[config.mk]
export PLATFORM = sky130hd
export DESIGN_NAME = radix_digit_string_converter_flat
export DESIGN_NICKNAME = d
export VERILOG_FILES = /design/src/sv/rdsc_pkg.sv /design/src/sv/rdsc_if.sv /design/src/sv/rdsc_divider.sv /design/src/sv/radix_digit_string_converter.sv /design/src/flat_wrapper.sv
export SDC_FILE = /design/constraint.sdc
export NUM_CORES = 1
export LEC_CHECK = 0
export ABC_AREA = 1
export BUFFER_PORTS_ARGS = -buffer_cell sky130_fd_sc_hd__buf_2
export CAP_MARGIN = 20
export CORE_ASPECT_RATIO = 0.6
export CORE_UTILIZATION = 56
export DETAILED_ROUTE_END_ITERATION = 6
export HOLD_SLACK_MARGIN = 0.06
export PLACE_DENSITY = 0.76
export SLEW_MARGIN = 20
export SYNTH_ARGS = -nofsm -noshare
export SYNTH_HDL_FRONTEND = slang
export SYNTH_SLANG_ARGS = --single-unit
export TNS_END_PERCENT = 5
[constraint.sdc]
create_clock -name clk -period 5.21 [get_ports clk]
set_input_delay 1.563 -clock clk [delete_from_list [all_inputs] [get_ports clk]]
set_output_delay 1.563 -clock clk [all_outputs]
set_load 0.05 [all_outputs]
[src/sv/rdsc_pkg.sv]
`timescale 1ns / 1ps
// ----------------------------------------------------------------------------
// rdsc_pkg
// Shared widths, types and helpers of the radix digit string converter.
// ----------------------------------------------------------------------------
package rdsc_pkg;

  localparam int VALUE_BITS  = 31;
  localparam int DIGIT_DEPTH = 32;
  localparam int BASE_W      = 6;
  localparam int CHAR_W      = 7;
  localparam int DIGIT_W     = 6;
  localparam int IDX_W       = $clog2(DIGIT_DEPTH);
  localparam int CNT_W       = $clog2(DIGIT_DEPTH + 1);
  localparam int BIT_CNT_W   = $clog2(VALUE_BITS);

  localparam logic [BASE_W-1:0] BASE_MIN      = BASE_W'(2);
  localparam logic [BASE_W-1:0] BASE_MAX      = BASE_W'(36);
  localparam logic [DIGIT_W-1:0] LETTER_LIMIT = DIGIT_W'(10);
  localparam logic [CHAR_W-1:0] ZERO_CHAR     = CHAR_W'(48);
  localparam logic [CHAR_W-1:0] LETTER_OFFSET = CHAR_W'(55);

  typedef logic [VALUE_BITS-1:0] value_t;
  typedef logic [BASE_W-1:0]     base_t;
  typedef logic [DIGIT_W-1:0]    digit_t;
  typedef logic [CHAR_W-1:0]     char_t;

  typedef enum logic [1:0] {
    S_IDLE,
    S_DIV,
    S_READ,
    S_EMIT
  } state_t;

  // Divider status seen by the sequencer.
  typedef struct packed {
    logic   done;
    value_t quo;
    digit_t rem;
  } div_stat_t;

  function automatic base_t base_clamp(input base_t b);
    base_t r;
    r = b;
    if (b < BASE_MIN) r = BASE_MIN;
    if (b > BASE_MAX) r = BASE_MAX;
    return r;
  endfunction

  function automatic char_t to_ascii(input digit_t d);
    char_t r;
    if (d < LETTER_LIMIT) r = CHAR_W'(d) + ZERO_CHAR;
    else                  r = CHAR_W'(d) + LETTER_OFFSET;
    return r;
  endfunction

endpackage

[src/sv/rdsc_if.sv]
`timescale 1ns / 1ps
// ----------------------------------------------------------------------------
// rdsc_in_if / rdsc_out_if
// Valid/ready channels of the converter: value items in, characters out.
// ----------------------------------------------------------------------------
interface rdsc_in_if;
  logic                              valid;
  logic                              ready;
  logic [rdsc_pkg::VALUE_BITS-1:0]   value;
  logic [rdsc_pkg::BASE_W-1:0]       base;

  modport source (output valid, output value, output base, input ready);
  modport sink   (input valid, input value, input base, output ready);
endinterface

interface rdsc_out_if;
  logic                          valid;
  logic                          ready;
  logic [rdsc_pkg::CHAR_W-1:0]   digit_char;
  logic                          last;

  modport source (output valid, output digit_char, output last, input ready);
  modport sink   (input valid, input digit_char, input last, output ready);
endinterface

[src/sv/rdsc_divider.sv]
`timescale 1ns / 1ps
// ----------------------------------------------------------------------------
// rdsc_divider
// Bit-serial restoring divider: one quotient bit per cycle.
// ----------------------------------------------------------------------------
module rdsc_divider (
  input  logic                   clk,
  input  logic                   rst_n,
  input  logic                   start,
  input  rdsc_pkg::value_t       dividend,
  input  rdsc_pkg::base_t        divisor,
  output rdsc_pkg::div_stat_t    stat
);
  import rdsc_pkg::*;

  logic                 busy_r, busy_nxt;
  logic                 done_r, done_nxt;
  logic [BIT_CNT_W-1:0] bit_cnt_r, bit_cnt_nxt;
  value_t               quo_r, quo_nxt;
  digit_t               rem_r, rem_nxt;
  logic [DIGIT_W:0]     rem_sh;
  logic                 ge;

  // Shift in the next dividend bit, subtract the divisor when it fits.
  assign rem_sh = {rem_r, quo_r[VALUE_BITS-1]};
  assign ge     = rem_sh >= {1'b0, divisor};

  always_comb begin
    busy_nxt    = busy_r;
    done_nxt    = 1'b0;
    bit_cnt_nxt = bit_cnt_r;
    quo_nxt     = quo_r;
    rem_nxt     = rem_r;
    if (start) begin
      busy_nxt    = 1'b1;
      bit_cnt_nxt = '0;
      quo_nxt     = dividend;
      rem_nxt     = '0;
    end else if (busy_r) begin
      quo_nxt     = {quo_r[VALUE_BITS-2:0], ge};
      rem_nxt     = ge ? DIGIT_W'(rem_sh - {1'b0, divisor}) : DIGIT_W'(rem_sh);
      bit_cnt_nxt = bit_cnt_r + BIT_CNT_W'(1);
      if (bit_cnt_r == BIT_CNT_W'(VALUE_BITS - 1)) begin
        busy_nxt = 1'b0;
        done_nxt = 1'b1;
      end
    end
  end

  always_ff @(posedge clk) begin
    if (!rst_n) begin
      busy_r <= 1'b0;
      done_r <= 1'b0;
    end else begin
      busy_r <= busy_nxt;
      done_r <= done_nxt;
    end
  end

  always_ff @(posedge clk) begin
    bit_cnt_r <= bit_cnt_nxt;
    quo_r     <= quo_nxt;
    rem_r     <= rem_nxt;
  end

  assign stat.done = done_r;
  assign stat.quo  = quo_r;
  assign stat.rem  = rem_r;

  a_rem_below_base: assert property (@(posedge clk) disable iff (!rst_n)
    done_r |-> {1'b0, rem_r} < {1'b0, divisor})
    else $error("remainder not below divisor");

  a_done_after_busy: assert property (@(posedge clk) disable iff (!rst_n)
    done_r |-> $past(busy_r))
    else $error("done without a running division");

  a_busy_not_done: assert property (@(posedge clk) disable iff (!rst_n)
    !(busy_r && done_r))
    else $error("divider busy and done together");

endmodule

[src/sv/radix_digit_string_converter.sv]
`timescale 1ns / 1ps
// ----------------------------------------------------------------------------
// radix_digit_string_converter
// Converts an unsigned integer into ASCII digits of a base from 2 to 36.
// ----------------------------------------------------------------------------
// Usage:
//   in_ch  takes one item: value (31 bits) and base (2..36; values outside
//          are clamped). in_ch.ready is high only while the block is idle.
//   out_ch returns one ASCII character per digit, most significant digit
//          first; last marks the least significant character. A value of
//          zero produces no characters.
// Operation:
//   Each digit costs one bit-serial division in the shared divider;
//   each character then takes a stack read, then an output. The worst
//   case is base 2 with 31 digits, plus the time the receiver holds off.
// Reset:
//   Synchronous, active low; returns to idle with an empty digit stack.
// Stalls:
//   A character waits in the output register until out_ch.ready; the
//   stack pop resumes once it has been taken.
// ----------------------------------------------------------------------------
module radix_digit_string_converter (
  input  logic       clk,
  input  logic       rst_n,
  rdsc_in_if.sink    in_ch,
  rdsc_out_if.source out_ch
);
  import rdsc_pkg::*;

  state_t           state_r, state_nxt;
  logic [CNT_W-1:0] cnt_r, cnt_nxt;
  base_t            base_r;
  digit_t           rd_data_r;
  logic             last_r;

  div_stat_t        div_stat;
  logic             div_start;
  value_t           div_dividend;

  logic             in_acc;
  logic             push;
  logic             pop;
  logic             div_end;
  logic [CNT_W-1:0] cnt_dec;

  // Digit stack; entries are always written before they are read.
  digit_t           stack_mem [DIGIT_DEPTH];

  assign in_acc  = in_ch.valid && in_ch.ready;
  assign cnt_dec = cnt_r - CNT_W'(1);
  // Stop dividing when the quotient is exhausted or the stack fills.
  assign div_end = (div_stat.quo == '0) || (cnt_r == CNT_W'(DIGIT_DEPTH - 1));

  // --------------------------------------------------------------------------
  // Next state
  // --------------------------------------------------------------------------
  always_comb begin
    state_nxt = state_r;
    unique case (state_r)
      S_IDLE: begin
        if (in_acc && (in_ch.value != '0)) state_nxt = S_DIV;
      end
      S_DIV: begin
        if (div_stat.done && div_end) state_nxt = S_READ;
      end
      S_READ: begin
        state_nxt = S_EMIT;
      end
      S_EMIT: begin
        if (out_ch.ready) begin
          state_nxt = (cnt_r == '0) ? S_IDLE : S_READ;
        end
      end
      default: state_nxt = S_IDLE;
    endcase
  end

  // --------------------------------------------------------------------------
  // Outputs of the sequencer
  // --------------------------------------------------------------------------
  always_comb begin
    in_ch.ready  = 1'b0;
    out_ch.valid = 1'b0;
    div_start    = 1'b0;
    div_dividend = div_stat.quo;
    push         = 1'b0;
    pop          = 1'b0;
    unique case (state_r)
      S_IDLE: begin
        in_ch.ready  = 1'b1;
        div_dividend = in_ch.value;
        div_start    = in_ch.valid && (in_ch.value != '0);
      end
      S_DIV: begin
        push      = div_stat.done;
        // Chain the next division on the fresh quotient.
        div_start = div_stat.done && !div_end;
      end
      S_READ: begin
        pop = 1'b1;
      end
      S_EMIT: begin
        out_ch.valid = 1'b1;
      end
      default: ;
    endcase
  end

  always_comb begin
    cnt_nxt = cnt_r;
    if (push)     cnt_nxt = cnt_r + CNT_W'(1);
    else if (pop) cnt_nxt = cnt_dec;
  end

  always_ff @(posedge clk) begin
    if (!rst_n) begin
      state_r <= S_IDLE;
      cnt_r   <= '0;
    end else begin
      state_r <= state_nxt;
      cnt_r   <= cnt_nxt;
    end
  end

  // Hold the clamped base for the whole item; on each pop, note whether it empties the stack.
  always_ff @(posedge clk) begin
    if (in_acc) base_r <= base_clamp(in_ch.base);
    if (pop)    last_r <= (cnt_dec == '0);
  end

  // Stack write on push, registered read on pop.
  always_ff @(posedge clk) begin
    if (push) stack_mem[cnt_r[IDX_W-1:0]] <= div_stat.rem;
    if (pop)  rd_data_r <= stack_mem[cnt_dec[IDX_W-1:0]];
  end

  assign out_ch.digit_char = to_ascii(rd_data_r);
  assign out_ch.last       = last_r;

  rdsc_divider u_div (
    .clk      (clk),
    .rst_n    (rst_n),
    .start    (div_start),
    .dividend (div_dividend),
    .divisor  (state_r == S_IDLE ? base_clamp(in_ch.base) : base_r),
    .stat     (div_stat)
  );

  // --------------------------------------------------------------------------
  // Checks
  // --------------------------------------------------------------------------
  a_push_room: assert property (@(posedge clk) disable iff (!rst_n)
    push |-> cnt_r < CNT_W'(DIGIT_DEPTH))
    else $error("digit stack overflow");

  a_nonzero_starts: assert property (@(posedge clk) disable iff (!rst_n)
    (in_acc && in_ch.value != '0) |=> state_r == S_DIV)
    else $error("nonzero item did not start dividing");

  a_last_matches: assert property (@(posedge clk) disable iff (!rst_n)
    out_ch.valid |-> (last_r == (cnt_r == '0)))
    else $error("last flag disagrees with stack depth");

  a_last_ends: assert property (@(posedge clk) disable iff (!rst_n)
    (out_ch.valid && out_ch.ready && last_r) |=> state_r == S_IDLE)
    else $error("item not finished after last character");

  a_pop_nonempty: assert property (@(posedge clk) disable iff (!rst_n)
    pop |-> cnt_r != '0)
    else $error("pop of empty digit stack");

endmodule
[src/flat_wrapper.sv]
// flat-port wrapper written by rule: the top's interface ports become plain ports
module radix_digit_string_converter_flat import rdsc_pkg::*;
  (clk, rst_n, in_ch_valid, in_ch_value, in_ch_base, in_ch_ready, out_ch_valid, out_ch_digit_char, out_ch_last, out_ch_ready);
  rdsc_in_if in_ch_i ();
  rdsc_out_if out_ch_i ();
  input  logic clk;
  input  logic rst_n;
  input wire logic [$bits(in_ch_i.valid)-1:0] in_ch_valid;
  input wire logic [$bits(in_ch_i.value)-1:0] in_ch_value;
  input wire logic [$bits(in_ch_i.base)-1:0] in_ch_base;
  output wire logic [$bits(in_ch_i.ready)-1:0] in_ch_ready;
  output wire logic [$bits(out_ch_i.valid)-1:0] out_ch_valid;
  output wire logic [$bits(out_ch_i.digit_char)-1:0] out_ch_digit_char;
  output wire logic [$bits(out_ch_i.last)-1:0] out_ch_last;
  input wire logic [$bits(out_ch_i.ready)-1:0] out_ch_ready;
  assign in_ch_i.valid = in_ch_valid;
  assign in_ch_i.value = in_ch_value;
  assign in_ch_i.base = in_ch_base;
  assign in_ch_ready = in_ch_i.ready;
  assign out_ch_valid = out_ch_i.valid;
  assign out_ch_digit_char = out_ch_i.digit_char;
  assign out_ch_last = out_ch_i.last;
  assign out_ch_i.ready = out_ch_ready;
  radix_digit_string_converter u_core (.clk(clk), .rst_n(rst_n), .in_ch(in_ch_i), .out_ch(out_ch_i));
endmodule
Yosys cells after proc, flatten, opt, wreduce, memory -nomap -nowiden --
Memory sizes are Yosys's and may differ from the RTL's. A register that Yosys moved wholly into a read port is not among the register bits. Index checks and enable logic that the tools add are counted.
Storage, ports and cells: flip-flop bits (word level) 59, bits in writable memories 192, output and inout port bits 10, word-level logic and storage cells 74, memories kept 1
Cells by class: add/sub/neg operators 6, $lt $le $gt $ge 4, equal/unequal tests 9, muxes and demuxes 26, bitwise operators 2, reductions and logical operators 17
Memories:
- u_core.stack_mem | words 32, bits a word 6, rd ports 1, clocked after memory_dff 1, write ports 1, RTL line radix_digit_string_converter.sv:47 | digit_t stack_mem [DIGIT_DEPTH];
Operator list (count):
- two-way mux 31 bit | 3
- two-way mux 6 bit | 6
- zero test 31 bit | 1
- nonzero test 31 bit | 1
- adder 6 x 6 -> 7 bit (second input constant) | 2
- zero test 6 bit | 2
- two-way mux 1 bit | 10
- two-way mux 2 bit | 4
- case mux 2 bit (4 select lines) | 1
- greater-or-equal comparator 7 x 6 -> 1 bit | 1
- two-way mux 7 bit | 1
- adder 6 x 1 -> 6 bit (second input constant) | 1
- == test 6 x 5 -> 1 bit (second input constant) | 1
- > comparator 6 bit (second input constant) | 1
- < comparator 6 x 2 -> 1 bit (second input constant) | 1
- < comparator 6 x 4 -> 1 bit (second input constant) | 1
- subtractor 6 x 1 -> 6 bit (second input constant) | 1
- subtractor 6 bit | 1
- adder 5 x 1 -> 5 bit (second input constant) | 1
- == test 5 bit (second input constant) | 1
- logical AND 1 bit | 5
- == test 2 bit (second input constant) | 2
- != test 2 x 1 -> 1 bit (second input constant) | 2
- != test 2 bit (second input constant) | 2
- other kinds (10) | 12

Longest topological paths before layout --
depth after elaboration 7, mapped depth 15

Modules after synthesis --
From an unflattened synthesis, not the netlist that was laid out.
Unflattened totals: cell total of the unflattened synthesis 1234, area, all modules 12235.5 sq um
By module, submodules not included:
- radix_digit_string_converter | instances 1, cells an instance 968, area each 9963.3 sq um, seq. area each 6316.1 sq um
- rdsc_divider | instances 1, cells an instance 266, area each 2272.2 sq um, seq. area each 1191.1 sq um

Worst setup path after synthesis --
Ideal clock, no wire load.
path type input -> register, from input in_ch_value[23], to register u_core.u_div.quo_r[0] (enable), library setup time 0.462 ns, arrival 4.496 ns, data required time 4.748 ns, slack 0.251 ns, stages on the path 7, buffers on the path 0, path through nor2_1 > nand2_1 > nor2_1 > nand2_1 > o21ai_4 > nand2_8 > o21ai_0
Between the ends: cells in the longest elaborated chain, start to end 5, elaborated cells between the ends (all ways) 6, those cells by class eq/ne: 1; mux: 1; reduce/logical: 4
Ends and longest elaborated chain:
- start, declared | RTL line flat_wrapper.sv:9 | input wire logic [$bits(in_ch_i.value)-1:0] in_ch_value;
- nonzero test 31 bit * | RTL line radix_digit_string_converter.sv:92 | div_start = in_ch.valid && (in_ch.value != '0);
- logical AND 1 bit * | RTL line radix_digit_string_converter.sv:92
- case mux 1 bit (2 select lines) * | RTL line radix_digit_string_converter.sv:88 | unique case (state_r)
- != test 2 bit (no source line) or nonzero test 2 bit (tied branches)
- AND reduction 2 bit (no source line) *
- end signal, assigned | RTL line rdsc_divider.sv:62 | quo_r <= quo_nxt;
- end, declared | RTL line rdsc_divider.sv:19 | value_t quo_r, quo_nxt;
Mark *: on every way between the ends. The rest lies on a longest branch, timed or not. A chain may end at the register's enable or synchronous reset.

Final worst setup path --
from register u_core.rd_data_r[4] (read register of u_core.stack_mem), to output out_ch_digit_char[3]
Between the ends: cells in the longest elaborated chain, start to end 2
Ends and longest elaborated chain:
- start, declared | RTL line radix_digit_string_converter.sv:33 | digit_t rd_data_r;
- < comparator 6 x 4 -> 1 bit | RTL line rdsc_pkg.sv:52 | if (d < LETTER_LIMIT) r = CHAR_W'(d) + ZERO_CHAR;
- two-way mux 7 bit | RTL line rdsc_pkg.sv:52
- end, declared | RTL line flat_wrapper.sv:13 | output wire logic [$bits(out_ch_i.digit_char)-1:0] out_ch_digit_char;
No other way between the ends.

==> impl_metrics.toml <==
[global_routing]
grt_max_degree = 70
grt_pass1_vias = 7736
grt_overflow = 0
antenna_found_initial = 0
grt_pass1_wl_mm = 42.6
grt_use_total_pct = 25.7

[detailed_routing]
wl_mm = 26.7
vias_per_cell = 5.79
vias = 8297
dr.pass1.iters = 6
drtIter0Drc = 1109
drc = 0
ant_nets = 0
wire_per_inst_um = 18.6

[synth]
synth_area_mm2 = 0.0117
synth-edff-count = 236
ys.flop_type = "edfxtp_1"
yosys-top-cells-area = "edfxtp_1 61%, nor2_1 8.0%, o21ai_0 7.5%, nand2_1 5.2%, dfxtp_1 3.6%"
synth-async-reset-ratio_pct = 0
netlist_top_cells_count = "249 x nor2_1, 236 x edfxtp_1, 174 x o21ai_0"
synth.top_cell.area_share_pct = 60.8
ys_warn_count = 0
post-synth-top-area-cell = "edfxtp_1"
synthCells = 1112
syn_area_per_cell_um2 = 10.5
ys_ff_latch = 257
synth_most_common_cell = "nor2_1"
ys_types = 43
syn-num-nets = 1173
yosysSeqAreaShare_pct = 64.4

[sta]
rsz0062_at_grt = "false"
slew_headroom_pct = 28.6
min_period_ns = 3.97
fin_hold_ws_ns = 0.524
tightest_slew_ns = 1.07
finClkSkew_ns = 0.0175
fin_crit_sh_pct = 76.2
drv_slew = 0
final_hold_viol_count = 0
setup_viol = 0
max_freq_mhz = 252
finalSetupTns_ns = 0

[worst_setup_path]
worstSetupEndpointType = "primary output"
cp.arrival_ns = 2.41
cp_max_fo = 9
crit_path_start_kind = "register"
worstSetupPathType = "reg2out"
required_ns = 3.65

[layout]
utilization_pct = 63.1
layout.cells.non_filler = 1433
nFillCells = 1582
areaGrowthSynthToFinish_pct = 9.52
nNetsFinal = 1205
drive_gt1_share_pct = 10.6
design_area_mm2 = 0.0128
antennaDiodeCount = 0

[power]
p_leak_nw = 4.72
p_per_area_mw_per_mm2 = 609
max-vdd-ir-drop_v = 0.000550

[flow_run]
cap_violations = 0

[place]
placed_cells = 1392
numPortBuffers = 50
dp_hpwl_mm = 17.0
place_area_mm2 = 0.0120
place.gp.congestion = 0.934

[clocking]
htreeDepth = 1
clk_path_buf_depth = 3
cts.reportedPaths.clkPinSlew_ns = 0.07
cts_tree = "yes"
worst_skew_pair.late_latency_ns = 0.51
cts_hold_buffers = 0
cts.sinks = 257
cts_resized = 0
cts_root_buf = "clkbuf_16"
cts_buffers = 23
cts_setup_buffers = 0

[floorplanning]
die_h_um = 114
rows = 40
die_width_um = 188
start_util_pct = 57.6
pin_count = 51
core_mm2 = 0.0202
design.die.area_mm2 = 0.0214

[run_status]
outcome = "finished clean"

[hold_path]
hp-class = "reg2reg"
## kinds of logic (layout without fill, tap and decap cells)
logic type,Yosys count,after routing,synth area share [%]
compound gates,231,231,10.8
xor+xnor,12,12,1.13
fa+ha+maj,20,20,2.21
buf+inv,106,154,4.37
flops,257,257,64.4
mux,5,5,0.429
simple gates,481,481,16.7
## cell usage in the layout (no fill, tap or decap), types with 3 or more instances in the layout
cell / count
o22ai_1: 15
edfxtp_1: 236
nor2_1: 249
o21ai_1: 4
nor3_1: 4
or2_2: 4
xor2_1: 8
nor2_2: 3
nand4_1: 3
mux2i_1: 5
ha_1: 18
nand2_1: 160
clkbuf_1: 6
clkbuf_16: 23
dfxtp_1: 20
clkinv_1: 4
o21ai_2: 3
bufinv_16: 3
buf_2: 50
inv_1: 48
nand3_1: 51
o211ai_1: 6
a21oi_2: 7
a21oi_1: 14
clkinv_2: 5
buf_4: 13
o21ai_0: 173
## path summary, 6_finish.rpt
kind,to,slack [ns],depth (start not counted),startpoint
setup reg to reg,u_core.rd_data_r[5],1.38,10,u_core.cnt_r[0]
setup / recovery,out_ch_digit_char[3],1.24,7,u_core.rd_data_r[4]
hold / removal,u_core.u_div.bit_cnt_r[1],0.52,2,u_core.u_div.bit_cnt_r[1]
hold reg to reg,u_core.u_div.bit_cnt_r[1],0.52,2,u_core.u_div.bit_cnt_r[1]
## where the power goes
| group | switching (mW) | internal (mW) | total, mW |
|---|---|---|---|
| clock | 0.728 | 0.962 | 1.69 |
| combinational | 2.28 | 0.884 | 3.16 |
| sequential | 0.203 | 2.71 | 2.92 |
## layer usage
| metal | GRT usage (%) | up-vias | routed length (um) |
|---|---|---|---|
| met1 | 40.2 | 3940 | 12400 |
| met5 | 0 | - | 0 |
| li1 | - | 3908 | - |
| met4 | 5.20 | 0 | 491 |
| met2 | 36.4 | 400 | 11100 |
| met3 | 6.25 | 49 | 2690 |
## flip-flops by register name (all words and copies together) (netlist names)
signal                  flops
u_core.u_div.bit_cnt_r      5
u_core.u_div.quo_r         31
u_core.cnt_r                6
u_core.state_r              2
u_core.rd_data_r            6
u_core.u_div.done_r         1
u_core.u_div.busy_r         1
u_core.u_div.rem_r          6
u_core.out_ch.last          1
u_core.stack_mem          192
u_core.base_r               6
## through the flow
stage                     setup slack, ns  total power, mW
final                                1.24             7.77
after global placement               1.38             5.93
after CTS                            1.26             7.70
after detailed placement             1.27             6.00
after floorplan                     0.251             5.20
after global routing                 1.00             8.22
## cell type report
type                    instances  area, um^2  area share (%)
well taps                     273         342            2.68
clock buffers                  29         598            4.69
inverters                      50         191            1.50
clock inverters                12         133            1.04
repair buffers                 63         348            2.72
flip-flops and latches        257        7510            58.8
multi-input cells             749        3640            28.6
## worst max-delay path, stage by stage, from the launching register on
cell and delay (ns):
edfxtp_1 0.52, inv_1 0.13, ha_1 0.16, nand2_1 0.06, o21ai_1 0.45, nand2_1 0.14
xnor2_1 0.16, buf_2 0.28
No activity file was read; power rests on OpenSTA's default activity.
